`src/mrmc_pkg.sv`:
```
package mrmc_pkg;

   // number of relay outputs driven by the block
   localparam int NUM_OUTPUTS = 5;

   // per-output field widths inside the packed configuration registers
   localparam int MODE_W = 4;
   localparam int TIME_W = 11;
   localparam int SP_W   = 12;
   localparam int BAND_W = 8;
   localparam int THR_W  = 10;

   // register widths
   localparam int MODE_REG_W = NUM_OUTPUTS * MODE_W;
   localparam int TIME_REG_W = NUM_OUTPUTS * TIME_W;
   localparam int SP_REG_W   = NUM_OUTPUTS * SP_W;
   localparam int BAND_REG_W = NUM_OUTPUTS * BAND_W;
   localparam int THR_REG_W  = NUM_OUTPUTS * THR_W;

   // configuration bus
   localparam int CSR_DATA_W = 64;
   localparam int CSR_ADDR_W = 6;
   localparam int CSR_IDX_W  = 3;

   // register indexes
   localparam logic [CSR_IDX_W-1:0] REG_MODE  = 3'd0;
   localparam logic [CSR_IDX_W-1:0] REG_ON    = 3'd1;
   localparam logic [CSR_IDX_W-1:0] REG_OFF   = 3'd2;
   localparam logic [CSR_IDX_W-1:0] REG_SP    = 3'd3;
   localparam logic [CSR_IDX_W-1:0] REG_BAND  = 3'd4;
   localparam logic [CSR_IDX_W-1:0] REG_THR   = 3'd5;

   // opcodes
   localparam logic [1:0] OP_TICK    = 2'd0;
   localparam logic [1:0] OP_SET_ONE = 2'd1;
   localparam logic [1:0] OP_TOGGLE  = 2'd2;
   localparam logic [1:0] OP_SET_ALL = 2'd3;

   // output mode codes
   localparam logic [MODE_W-1:0] MODE_MANUAL     = 4'd0;
   localparam logic [MODE_W-1:0] MODE_FORCE_ON   = 4'd1;
   localparam logic [MODE_W-1:0] MODE_FORCE_OFF  = 4'd2;
   localparam logic [MODE_W-1:0] MODE_TIMER      = 4'd3;
   localparam logic [MODE_W-1:0] MODE_T1_BELOW   = 4'd4;
   localparam logic [MODE_W-1:0] MODE_T1_ABOVE   = 4'd5;
   localparam logic [MODE_W-1:0] MODE_T2_BELOW   = 4'd6;
   localparam logic [MODE_W-1:0] MODE_T2_ABOVE   = 4'd7;
   localparam logic [MODE_W-1:0] MODE_L1_BELOW   = 4'd8;
   localparam logic [MODE_W-1:0] MODE_L1_ABOVE   = 4'd9;
   localparam logic [MODE_W-1:0] MODE_L2_BELOW   = 4'd10;
   localparam logic [MODE_W-1:0] MODE_L2_ABOVE   = 4'd11;

   // timer acts only during the first seconds of the matching minute
   localparam logic [5:0] TIMER_WINDOW = 6'd5;

   // queue between front and back
   localparam int QUEUE_DEPTH = 2;
   localparam int QPTR_W      = $clog2(QUEUE_DEPTH);
   localparam int QCNT_W      = $clog2(QUEUE_DEPTH + 1);

   // configuration seen by the front
   typedef struct packed {
      logic [MODE_REG_W-1:0] mode_word;
      logic [TIME_REG_W-1:0] on_times;
      logic [TIME_REG_W-1:0] off_times;
      logic [SP_REG_W-1:0]   temp_setpoints;
      logic [BAND_REG_W-1:0] hysteresis_bands;
      logic [THR_REG_W-1:0]  light_thresholds;
   } cfg_type;

   // classified transaction: next = ((old & ~clr) | set) ^ tog
   typedef struct packed {
      logic [NUM_OUTPUTS-1:0] set;
      logic [NUM_OUTPUTS-1:0] clr;
      logic [NUM_OUTPUTS-1:0] tog;
   } action_type;

   // queue status
   typedef struct packed {
      logic full;
      logic empty;
   } q_status_type;

endpackage

```
`src/mrmc_csr.sv`:
```
module mrmc_csr
   import mrmc_pkg::*;
(
   input  logic                  clock,
   input  logic                  reset,
   input  logic                  csr_psel,
   input  logic                  csr_penable,
   input  logic                  csr_pwrite,
   input  logic [CSR_ADDR_W-1:0] csr_paddr,
   input  logic [CSR_DATA_W-1:0] csr_pwdata,
   output logic [CSR_DATA_W-1:0] csr_prdata,
   output logic                  csr_pready,
   output cfg_type               cfg
);

   cfg_type             cfg_ff;
   logic                wr_en;
   logic [CSR_IDX_W-1:0] idx;

   assign csr_pready = 1'b1;
   assign idx        = csr_paddr[CSR_ADDR_W-1 -: CSR_IDX_W];
   assign wr_en      = csr_psel & csr_penable & csr_pwrite;

   // register writes, masked to each register width
   always_ff @(posedge clock) begin
      if (reset) begin
         cfg_ff <= '0;
      end else if (wr_en) begin
         unique case (idx)
            REG_MODE: cfg_ff.mode_word        <= csr_pwdata[MODE_REG_W-1:0];
            REG_ON:   cfg_ff.on_times         <= csr_pwdata[TIME_REG_W-1:0];
            REG_OFF:  cfg_ff.off_times        <= csr_pwdata[TIME_REG_W-1:0];
            REG_SP:   cfg_ff.temp_setpoints   <= csr_pwdata[SP_REG_W-1:0];
            REG_BAND: cfg_ff.hysteresis_bands <= csr_pwdata[BAND_REG_W-1:0];
            REG_THR:  cfg_ff.light_thresholds <= csr_pwdata[THR_REG_W-1:0];
            default: ;
         endcase
      end
   end

   // read mux, unknown index reads zero
   always_comb begin
      csr_prdata = '0;
      unique case (idx)
         REG_MODE: csr_prdata[MODE_REG_W-1:0] = cfg_ff.mode_word;
         REG_ON:   csr_prdata[TIME_REG_W-1:0] = cfg_ff.on_times;
         REG_OFF:  csr_prdata[TIME_REG_W-1:0] = cfg_ff.off_times;
         REG_SP:   csr_prdata[SP_REG_W-1:0]   = cfg_ff.temp_setpoints;
         REG_BAND: csr_prdata[BAND_REG_W-1:0] = cfg_ff.hysteresis_bands;
         REG_THR:  csr_prdata[THR_REG_W-1:0]  = cfg_ff.light_thresholds;
         default: ;
      endcase
   end

   assign cfg = cfg_ff;

endmodule

```
`src/mrmc_front.sv`:
```
module mrmc_front
   import mrmc_pkg::*;
(
   input  cfg_type                 cfg,
   input  logic [1:0]              opcode,
   input  logic [2:0]              channel,
   input  logic [NUM_OUTPUTS-1:0]  value,
   input  logic [4:0]              hour,
   input  logic [5:0]              minute,
   input  logic [5:0]              second,
   input  logic signed [11:0]      temp_one,
   input  logic signed [11:0]      temp_two,
   input  logic [9:0]              light_one,
   input  logic [9:0]              light_two,
   output action_type              action
);

   logic [NUM_OUTPUTS-1:0] ch_hit;
   logic [NUM_OUTPUTS-1:0] tick_set;
   logic [NUM_OUTPUTS-1:0] tick_clr;
   logic                   in_window;

   assign in_window = (second < TIMER_WINDOW);

   // channel decode, out-of-range channel selects nothing
   always_comb begin
      for (int i = 0; i < NUM_OUTPUTS; i++) begin
         ch_hit[i] = (channel == 3'(i));
      end
   end

   // per-output evaluation for a control tick, all outputs in parallel
   always_comb begin
      logic [MODE_W-1:0]       mode;
      logic [TIME_W-1:0]       ton;
      logic [TIME_W-1:0]       toff;
      logic signed [SP_W+1:0]  sp;
      logic signed [SP_W+1:0]  band;
      logic signed [SP_W+1:0]  t1;
      logic signed [SP_W+1:0]  t2;
      logic signed [SP_W+1:0]  hi;
      logic signed [SP_W+1:0]  lo;
      logic [THR_W-1:0]        thr;
      logic                    on_hit;
      logic                    off_hit;
      t1 = 14'(temp_one);
      t2 = 14'(temp_two);
      for (int i = 0; i < NUM_OUTPUTS; i++) begin
         mode    = cfg.mode_word[i*MODE_W +: MODE_W];
         ton     = cfg.on_times[i*TIME_W +: TIME_W];
         toff    = cfg.off_times[i*TIME_W +: TIME_W];
         sp      = 14'(signed'(cfg.temp_setpoints[i*SP_W +: SP_W]));
         band    = 14'(cfg.hysteresis_bands[i*BAND_W +: BAND_W]);
         thr     = cfg.light_thresholds[i*THR_W +: THR_W];
         hi      = sp + band;
         lo      = sp - band;
         on_hit  = in_window && (ton[10:6] == hour) && (ton[5:0] == minute);
         off_hit = in_window && (toff[10:6] == hour) && (toff[5:0] == minute);
         tick_set[i] = 1'b0;
         tick_clr[i] = 1'b0;
         unique case (mode)
            MODE_FORCE_ON: begin
               tick_set[i] = 1'b1;
            end
            MODE_FORCE_OFF: begin
               tick_clr[i] = 1'b1;
            end
            MODE_TIMER: begin
               // off wins when both times match
               tick_clr[i] = off_hit;
               tick_set[i] = on_hit & ~off_hit;
            end
            MODE_T1_BELOW: begin
               tick_set[i] = (t1 <= sp);
               tick_clr[i] = ~(t1 <= sp) & (t1 >= hi);
            end
            MODE_T2_BELOW: begin
               tick_set[i] = (t2 <= sp);
               tick_clr[i] = ~(t2 <= sp) & (t2 >= hi);
            end
            MODE_T1_ABOVE: begin
               tick_set[i] = (t1 >= sp);
               tick_clr[i] = ~(t1 >= sp) & (t1 <= lo);
            end
            MODE_T2_ABOVE: begin
               tick_set[i] = (t2 >= sp);
               tick_clr[i] = ~(t2 >= sp) & (t2 <= lo);
            end
            MODE_L1_BELOW: begin
               tick_clr[i] = 1'b1;
               tick_set[i] = (light_one <= thr);
            end
            MODE_L1_ABOVE: begin
               tick_clr[i] = 1'b1;
               tick_set[i] = (light_one >= thr);
            end
            MODE_L2_BELOW: begin
               tick_clr[i] = 1'b1;
               tick_set[i] = (light_two <= thr);
            end
            MODE_L2_ABOVE: begin
               tick_clr[i] = 1'b1;
               tick_set[i] = (light_two >= thr);
            end
            default: ; // manual and unused codes hold
         endcase
      end
   end

   // classify the transaction into set/clear/toggle masks
   always_comb begin
      action = '0;
      unique case (opcode)
         OP_TICK: begin
            action.set = tick_set;
            action.clr = tick_clr;
         end
         OP_SET_ONE: begin
            action.clr = ch_hit;
            action.set = value[0] ? ch_hit : '0;
         end
         OP_TOGGLE: begin
            action.tog = ch_hit;
         end
         default: begin
            action.clr = '1;
            action.set = value;
         end
      endcase
   end

endmodule

```
`src/mrmc_queue.sv`:
```
module mrmc_queue
   import mrmc_pkg::*;
(
   input  logic         clock,
   input  logic         reset,
   input  logic         push,
   input  action_type   push_data,
   input  logic         pop,
   output action_type   pop_data,
   output q_status_type status
);

   action_type          mem_ff [QUEUE_DEPTH];
   logic [QPTR_W-1:0]   wr_ptr_ff;
   logic [QPTR_W-1:0]   rd_ptr_ff;
   logic [QCNT_W-1:0]   count_ff;
   logic [QCNT_W-1:0]   count_in;
   logic                do_push;
   logic                do_pop;

   assign status.full  = (count_ff == QCNT_W'(QUEUE_DEPTH));
   assign status.empty = (count_ff == '0);
   assign do_push      = push & ~status.full;
   assign do_pop       = pop & ~status.empty;
   assign pop_data     = mem_ff[rd_ptr_ff];

   always_comb begin
      count_in = count_ff;
      if (do_push & ~do_pop) begin
         count_in = count_ff + 1'b1;
      end else if (do_pop & ~do_push) begin
         count_in = count_ff - 1'b1;
      end
   end

   // pointers wrap naturally, depth is a power of two
   always_ff @(posedge clock) begin
      if (reset) begin
         wr_ptr_ff <= '0;
         rd_ptr_ff <= '0;
         count_ff  <= '0;
      end else begin
         count_ff <= count_in;
         if (do_push) begin
            wr_ptr_ff <= wr_ptr_ff + 1'b1;
         end
         if (do_pop) begin
            rd_ptr_ff <= rd_ptr_ff + 1'b1;
         end
      end
   end

   // storage, no reset needed
   always_ff @(posedge clock) begin
      if (do_push) begin
         mem_ff[wr_ptr_ff] <= push_data;
      end
   end

endmodule

```
`src/mrmc_back.sv`:
```
module mrmc_back
   import mrmc_pkg::*;
(
   input  logic                   clock,
   input  logic                   reset,
   input  q_status_type           q_status,
   input  action_type             q_data,
   output logic                   q_pop,
   output logic                   rsp_valid,
   input  logic                   rsp_stall,
   output logic [NUM_OUTPUTS-1:0] rsp_relay_vector,
   output logic                   rsp_changed
);

   logic [NUM_OUTPUTS-1:0] relay_ff;
   logic [NUM_OUTPUTS-1:0] relay_in;
   logic                   out_valid_ff;
   logic [NUM_OUTPUTS-1:0] out_vector_ff;
   logic                   out_changed_ff;

   // take the next transaction when the output register is free or draining
   assign q_pop    = ~q_status.empty & (~out_valid_ff | ~rsp_stall);
   assign relay_in = ((relay_ff & ~q_data.clr) | q_data.set) ^ q_data.tog;

   always_ff @(posedge clock) begin
      if (reset) begin
         relay_ff     <= '0;
         out_valid_ff <= 1'b0;
      end else if (q_pop) begin
         relay_ff     <= relay_in;
         out_valid_ff <= 1'b1;
      end else if (~rsp_stall) begin
         out_valid_ff <= 1'b0;
      end
   end

   // result payload
   always_ff @(posedge clock) begin
      if (q_pop) begin
         out_vector_ff  <= relay_in;
         out_changed_ff <= (relay_in != relay_ff);
      end
   end

   assign rsp_valid        = out_valid_ff;
   assign rsp_relay_vector = out_vector_ff;
   assign rsp_changed      = out_changed_ff;

endmodule

```
`src/multi_output_relay_mode_controller.sv`:
```
// Channel   Direction  Handshake            Payload
// req       in         req_valid/req_stall  opcode, channel, value, time, sensors
// rsp       out        rsp_valid/rsp_stall  relay_vector, changed
// csr       in/out     APB, pready = 1      six registers at 8*i, 64-bit data
//
// One transaction per cycle sustained while rsp_stall is low; an accepted
// transaction passes the queue register, then the output register, before rsp_valid.
// The front classifies each transaction into set/clear/toggle masks in the
// accept cycle; the back applies them to the relay state as it pops them.
// Reset (synchronous) clears relay state, queue, output valid and configuration registers.
// A two-entry queue decouples the sides: req_stall rises only when it is full,
// and rsp_stall holds the output register while the queue keeps filling.
module multi_output_relay_mode_controller
   import mrmc_pkg::*;
(
   input  logic                   clock,
   input  logic                   reset,
   // input channel
   input  logic                   req_valid,
   output logic                   req_stall,
   input  logic [1:0]             req_opcode,
   input  logic [2:0]             req_channel,
   input  logic [4:0]             req_value,
   input  logic [4:0]             req_hour,
   input  logic [5:0]             req_minute,
   input  logic [5:0]             req_second,
   input  logic signed [11:0]     req_temp_sensor_one,
   input  logic signed [11:0]     req_temp_sensor_two,
   input  logic [9:0]             req_light_sensor_one,
   input  logic [9:0]             req_light_sensor_two,
   // result channel
   output logic                   rsp_valid,
   input  logic                   rsp_stall,
   output logic [NUM_OUTPUTS-1:0] rsp_relay_vector,
   output logic                   rsp_changed,
   // configuration port
   input  logic                   csr_psel,
   input  logic                   csr_penable,
   input  logic                   csr_pwrite,
   input  logic [CSR_ADDR_W-1:0]  csr_paddr,
   input  logic [CSR_DATA_W-1:0]  csr_pwdata,
   output logic [CSR_DATA_W-1:0]  csr_prdata,
   output logic                   csr_pready
);

   cfg_type      cfg;
   action_type   front_action;
   action_type   q_data;
   q_status_type q_status;
   logic         q_pop;
   logic         req_accept;

   assign req_stall  = q_status.full;
   assign req_accept = req_valid & ~q_status.full;

   // configuration registers
   mrmc_csr u_csr (
      .clock       (clock),
      .reset       (reset),
      .csr_psel    (csr_psel),
      .csr_penable (csr_penable),
      .csr_pwrite  (csr_pwrite),
      .csr_paddr   (csr_paddr),
      .csr_pwdata  (csr_pwdata),
      .csr_prdata  (csr_prdata),
      .csr_pready  (csr_pready),
      .cfg         (cfg)
   );

   // classify incoming transaction
   mrmc_front u_front (
      .cfg       (cfg),
      .opcode    (req_opcode),
      .channel   (req_channel),
      .value     (req_value[NUM_OUTPUTS-1:0]),
      .hour      (req_hour),
      .minute    (req_minute),
      .second    (req_second),
      .temp_one  (req_temp_sensor_one),
      .temp_two  (req_temp_sensor_two),
      .light_one (req_light_sensor_one),
      .light_two (req_light_sensor_two),
      .action    (front_action)
   );

   // decoupling queue
   mrmc_queue u_queue (
      .clock     (clock),
      .reset     (reset),
      .push      (req_accept),
      .push_data (front_action),
      .pop       (q_pop),
      .pop_data  (q_data),
      .status    (q_status)
   );

   // apply to relay state and present the result
   mrmc_back u_back (
      .clock            (clock),
      .reset            (reset),
      .q_status         (q_status),
      .q_data           (q_data),
      .q_pop            (q_pop),
      .rsp_valid        (rsp_valid),
      .rsp_stall        (rsp_stall),
      .rsp_relay_vector (rsp_relay_vector),
      .rsp_changed      (rsp_changed)
   );

endmodule
```
`config.mk`:
```
export PLATFORM = sky130hd
export DESIGN_NAME = multi_output_relay_mode_controller
export DESIGN_NICKNAME = d
export VERILOG_FILES = /design/src/mrmc_pkg.sv /design/src/mrmc_csr.sv /design/src/mrmc_front.sv /design/src/mrmc_queue.sv /design/src/mrmc_back.sv /design/src/multi_output_relay_mode_controller.sv
export SDC_FILE = /design/constraint.sdc
export NUM_CORES = 2
export LEC_CHECK = 0
export BUFFER_PORTS_ARGS = -buffer_cell sky130_fd_sc_hd__buf_2
export CAP_MARGIN = 20
export CORE_MARGIN = 2
export CORE_UTILIZATION = 43
export CTS_CLUSTER_SIZE = 28
export DETAILED_ROUTE_END_ITERATION = 16
export PLACE_DENSITY = 0.6
export SETUP_SLACK_MARGIN = 0.1
export SLEW_MARGIN = 20
export SYNTH_ARGS = -nofsm -noshare
export SYNTH_HDL_FRONTEND = slang
export SYNTH_SLANG_ARGS = --single-unit
export TNS_END_PERCENT = 20
```
`constraint.sdc`:
```
create_clock -name clock -period 6.12 [get_ports clock]
set_input_delay 0.918 -clock clock [delete_from_list [all_inputs] [get_ports clock]]
set_output_delay 0.918 -clock clock [all_outputs]
set_load 0.01 [all_outputs]
```
# ---- Word level (Yosys, flattened, before mapping)
# Memory sizes are Yosys's and may differ from the RTL's. A register that Yosys moved wholly into a read port is not among the register bits.
# Index checks and enable logic that the tools add are counted.
dict set report word_totals {
  mem_count 1
  inputBits 148
  reg_bits 296
  wordCells 309
  mem_bits_rw 30
  out_inout_bits 73
}
# memory depth word_bits rd rd_ports_with_merged_regs write_ports line_no
set mem_list {}
lappend mem_list {u_queue.mem_ff 2 15 1 1 1 mrmc_queue.sv:13} ;# action_type mem_ff [QUEUE_DEPTH];
dict set report classes {
  magnitude_cmp 61
  n_eq_ne 89
  n_mux 26
  bitwise 69
  addsub 14
  n_reduce_logical 36
}
# cell count
set op_table {}
lappend op_table {{greater-or-equal comparator 12 x 13 -> 1 bit} 10}
lappend op_table {{<= comparator 12 x 13 -> 1 bit} 10}
lappend op_table {{greater-or-equal comparator 12 bit} 10}
lappend op_table {{<= comparator 12 bit} 10}
lappend op_table {{case mux 20 bit (6 select lines)} 1}
lappend op_table {{greater-or-equal comparator 10 bit} 10}
lappend op_table {{<= comparator 10 bit} 10}
lappend op_table {{case mux 20 bit (5 select lines)} 1}
lappend op_table {{== test 4 x 3 -> 1 bit, second input constant} 20}
lappend op_table {{== test 4 bit, second input constant} 20}
lappend op_table {{adder 12 x 9 -> 13 bit} 5}
lappend op_table {{subtractor 12 x 9 -> 13 bit} 5}
lappend op_table {{== test 6 bit} 10}
lappend op_table {{== test 5 bit} 10}
lappend op_table {{case mux 1 bit (10 select lines)} 5}
lappend op_table {{== test 4 x 2 -> 1 bit, second input constant} 10}
lappend op_table {{case mux 10 bit (4 select lines)} 1}
lappend op_table {{AND 1 bit} 33}
lappend op_table {{NOT 1 bit} 31}
lappend op_table {{case mux 1 bit (6 select lines)} 5}
lappend op_table {{case mux 10 bit (3 select lines)} 1}
lappend op_table {{OR reduction 5 bit} 5}
lappend op_table {{== test 4 x 1 -> 1 bit, second input constant} 5}
lappend op_table {{logical AND 1 bit} 20}
lappend op_table {{other kinds (24)} 47}

# ---- Longest topological paths before layout
dict set report depth {
  word_depth 8
  ltp_mapped 20
  mapped_depth_nobuf 20
}

# ---- By module
# From an unflattened synthesis, not the netlist that was laid out.
dict set report hier_totals {
  cells_unflattened 3976
  area_unflattened_um2 33320.7
}
# module instances cells_each seq_area_each_um2 area_each_um2
set modules_own_cells {}
lappend modules_own_cells {mrmc_front 1 2446 0.0 18316.3}
lappend modules_own_cells {mrmc_csr 1 1386 5605.4 13051.3}
lappend modules_own_cells {mrmc_queue 1 72 1001.0 1297.5}
lappend modules_own_cells {mrmc_back 1 71 300.3 641.9}
lappend modules_own_cells {multi_output_relay_mode_controller 1 1 0.0 13.8}

# ---- Worst setup path before layout
# Ideal clock, no wire load.
dict set report synth_path {
  path_kind {flip-flop to flip-flop}
  from {register u_csr.cfg_ff, in the netlist u_csr.cfg[51]}
  to {memory u_queue.mem_ff[0][5] in the netlist's numbering (data pin)}
  path_stages_with_launch 18
  arrival_ns 4.028
  path_buffers 0
  path_slack_ns 1.827
  setup_ns 0.265
  cell_sequence {dfxtp_1 -> inv_1 -> ha_1 -> nand2b_1 -> a221oi_2 -> nor2_1 -> nor2_1 -> nor2_1 -> xnor2_1 -> ha_1 -> a2111oi_0 -> o21ai_0 -> a31o_2 -> maj3_2 -> maj3_2 -> maj3_2 -> or3b_1 -> a221o_1}
}
# element line_no
set synth_rtl {}
lappend synth_rtl {{start: declaration} mrmc_csr.sv:16} ;# cfg_type cfg_ff;
lappend synth_rtl {{end: declaration} mrmc_queue.sv:13}

==> results.toml <==
[placement]
place_area_um2 = 32200
gp_congestion = 0.956
io_buffers = 208
dp.cells = 4923
hpwl_mm = 92.3

[yosys]
yosysWarnings = 0
synth_area_leaders = "ha_1 (21%), dfxtp_1 (19%), nand2_1 (8.2%)"
synth_top_area_share_pct = 21.2
async_flop_share_pct = 0
yosys-top-cells-count = "nand2_1 (660), ha_1 (516), a21oi_1 (478)"
ys.flop_type = "dfxtp_1"
yosysTopAreaCell = "ha_1"
syn_area_per_cell_um2 = 7.70
ys_seq_area_share_pct = 22.7
synth_cell_types = 83
synth-seq-cells = 327
synth_cells = 3946
synth_most_common_cell = "nand2_1"
synth_edf_count = 36
syn-cell-area_um2 = 30400

[clock_network]
cts_setup_buffers = 0
cts_hold_buffers = 0
numCtsBuffers = 38
cts_max_level = 2
clock_latency_ns = 0.60
clockBufferDepth = 3
cts-root-buf = "clkbuf_16"
clkSinkCount = 327
ctsResizeCount = 0
path_clk_slew_ns = 0.07
tritoncts = "done"

[setup_path]
critical_path.max_stage_delay_ns = 0.56
required_ns = 6.38
crit_fanout = 5
crit_top_cell = "maj3_1"
cpMaxStageDelayCell = "a2111o_1"
cp-end-kind = "register"
crit_family = "compound AO/OA/AOI/OAI gates"
critPathBufInv = 1
arrival_ns = 5.45
cp-start-kind = "register"
cp_cell_sequence = "inv_1 > ha_1 > nand2b_1 > a221oi_1 > o21ai_0 > nand2_1 > xor2_1 > ha_1 > a21o_1 > a2111oi_0 > o21bai_1 > maj3_1 > maj3_1 > maj3_1 > a2111o_1"
crit_type = "reg2reg"

[timing]
rsz0062_at_grt = "no"
drv_slew = 0
finalSetupViolations = 0
setup_tns_ns = 0
relSlewSlack_pct = 18.1
min_period_ns = 5.19
hold_viol = 0
fmax_ghz = 0.193
worst_slew_pin_slew_ns = 1.22
finClkSkew_ns = 0.0508
fin_crit_sh_pct = 84.8

[outcome]
status = "completed"

[grt]
groute.usage.overall_pct = 32.4
grt_overflow = 0
grt_max_degree = 175
grt_first_pass_wirelength_mm = 180
antenna_found_initial = 4
grt_pass1_vias = 28100

[run]
drv_cap = 0

[layout]
postLayoutCellArea_um2 = 33400
nNetsFinal = 4697
fillers = 7109
syn2layout_area_growth_pct = 9.83
regArea_um2 = 6910
multiInputGateArea_um2 = 21800
fin_cells = 4994
drive_gt1_share_pct = 8.59

[floorplanning]
core_area_um2 = 70000
pin_count = 221
die_h_um = 270
start_util_pct = 43.4
die_area_um2 = 72800
fp-row-count = 97
die_x_um = 270

[worst_hold_path]
hold_class = "reg2reg"

[power_and_ir_drop]
clkPwrFrac_pct = 38.2
power.density_nw_per_um2 = 183
switching_share_pct = 32.6
ir_drop_mv = 0.230
internal-power_uw = 4120
seq_power_share_pct = 38.4
p_comb_share_pct = 23.4
power_uw = 6110
p_sw_uw = 1990
p_leak_uw = 0.0127

[detailed_routing]
vias_per_cell = 6.01
drc_errors = 0
wl_mm = 123
wl_per_cell_um = 24.5
vias = 30000
firstDrtPassIters = 6
initialDrtViolationCount = 3062
drtAntennaViolNets = 0
[logic make-up after synthesis]
kind of cell,Yosys count,synth area share (%)
fa+ha+maj,549,22.7
simple gates,1252,18.5
buf+inv,452,5.69
mux,18,0.605
other cells,2,0.0247
compound gates,1126,23.4
xor+xnor,220,6.34
flops,327,22.7
[state kept, by name, indices dropped and copies added (netlist names), named ones only]
signal and flops:
u_queue.mem_ff 30, u_csr.cfg 280, u_queue.count_ff 2, u_back.relay_ff 5, u_back.rsp_relay_vector 5, u_queue.wr_ptr_ff 1, u_back.rsp_valid 1, u_queue.rd_ptr_ff 1
u_back.rsp_changed 1
[worst min-delay path: stages, from the launching register on]
cell     delay (ns)
dfxtp_1        0.32
nand2_1        0.05
a21oi_1        0.05
[cell type report]
type,instances,area share [%]
inverters,236,2.65
clock buffers,54,3.18
diodes,1,0.00750
clock inverters,16,0.469
well taps,940,3.52
repair buffers,250,4.14
flip-flops and latches,327,20.7
multi-input cells,3170,65.3
[stage by stage]
| stage | hold slack, ns | setup slack (ns) | util, % |
|---|---|---|---|
| after floorplan | 0.449 | 1.83 | - |
| after global placement | 0.458 | 1.13 | 45.9 |
| after detailed placement | 0.465 | 1.11 | 45.9 |
| after CTS | 0.474 | 1.04 | 47.7 |
| after global routing | 0.500 | 0.600 | 47.7 |
| final | 0.469 | 0.932 | 47.7 |
[cells in the final DEF (no fill, tap or decap), types with 15 or more instances in the layout]
master and instances:
a211oi_1 35, a21o_1 83, a21oi_1 478, a221oi_1 34, a22oi_1 89, a31oi_1 39
and3_1 20, buf_2 207, buf_4 40, clkbuf_16 39, dfxtp_1 291, edfxtp_1 36
ha_1 516, inv_1 235, maj3_1 20, mux2i_1 15, nand2_1 656, nand2b_1 44
nand3_1 52, nand4_1 69, nor2_1 201, nor2b_1 59, nor3_1 41, nor4_1 32
o211ai_1 25, o21a_1 25, o21ai_0 133, o22ai_1 19, o31ai_1 19, xnor2_1 132
xor2_1 88
[final timing paths]
kind / start / endpoint / slack (ns) / depth (start not counted)
setup / recovery: u_csr.cfg[75]$_SDFFE_PP0P_ / u_queue.mem_ff[0][8]$_DFFE_PP_ / 0.93 / 15
setup reg to reg: u_csr.cfg[75]$_SDFFE_PP0P_ / u_queue.mem_ff[0][8]$_DFFE_PP_ / 0.93 / 15
hold / removal: u_back.rsp_valid$_SDFFE_PP0P_ / u_back.rsp_valid$_SDFFE_PP0P_ / 0.47 / 2
hold reg to reg: u_back.rsp_valid$_SDFFE_PP0P_ / u_back.rsp_valid$_SDFFE_PP0P_ / 0.47 / 2
[per-layer routing]
layer	wire length (µm)	global-route usage, %	up-vias
met5	38	0	-
met4	5800	14.2	6
met3	9780	4.44	303
met2	56100	53.6	1364
met1	50800	42.0	14100
li1	-	-	14300
[power groups by stage]
stage          logic (µW)  registers [µW]  clock network [µW]
2_1_floorplan         896            2380                   0
3_3_place_gp         1390            2390                   0
3_5_place_dp         1410            2390                   0
4_1_cts              1420            2350                2340
5_1_grt              1590            2360                2430
6_report             1430            2350                2330
(Power assumes the default switching activity.)
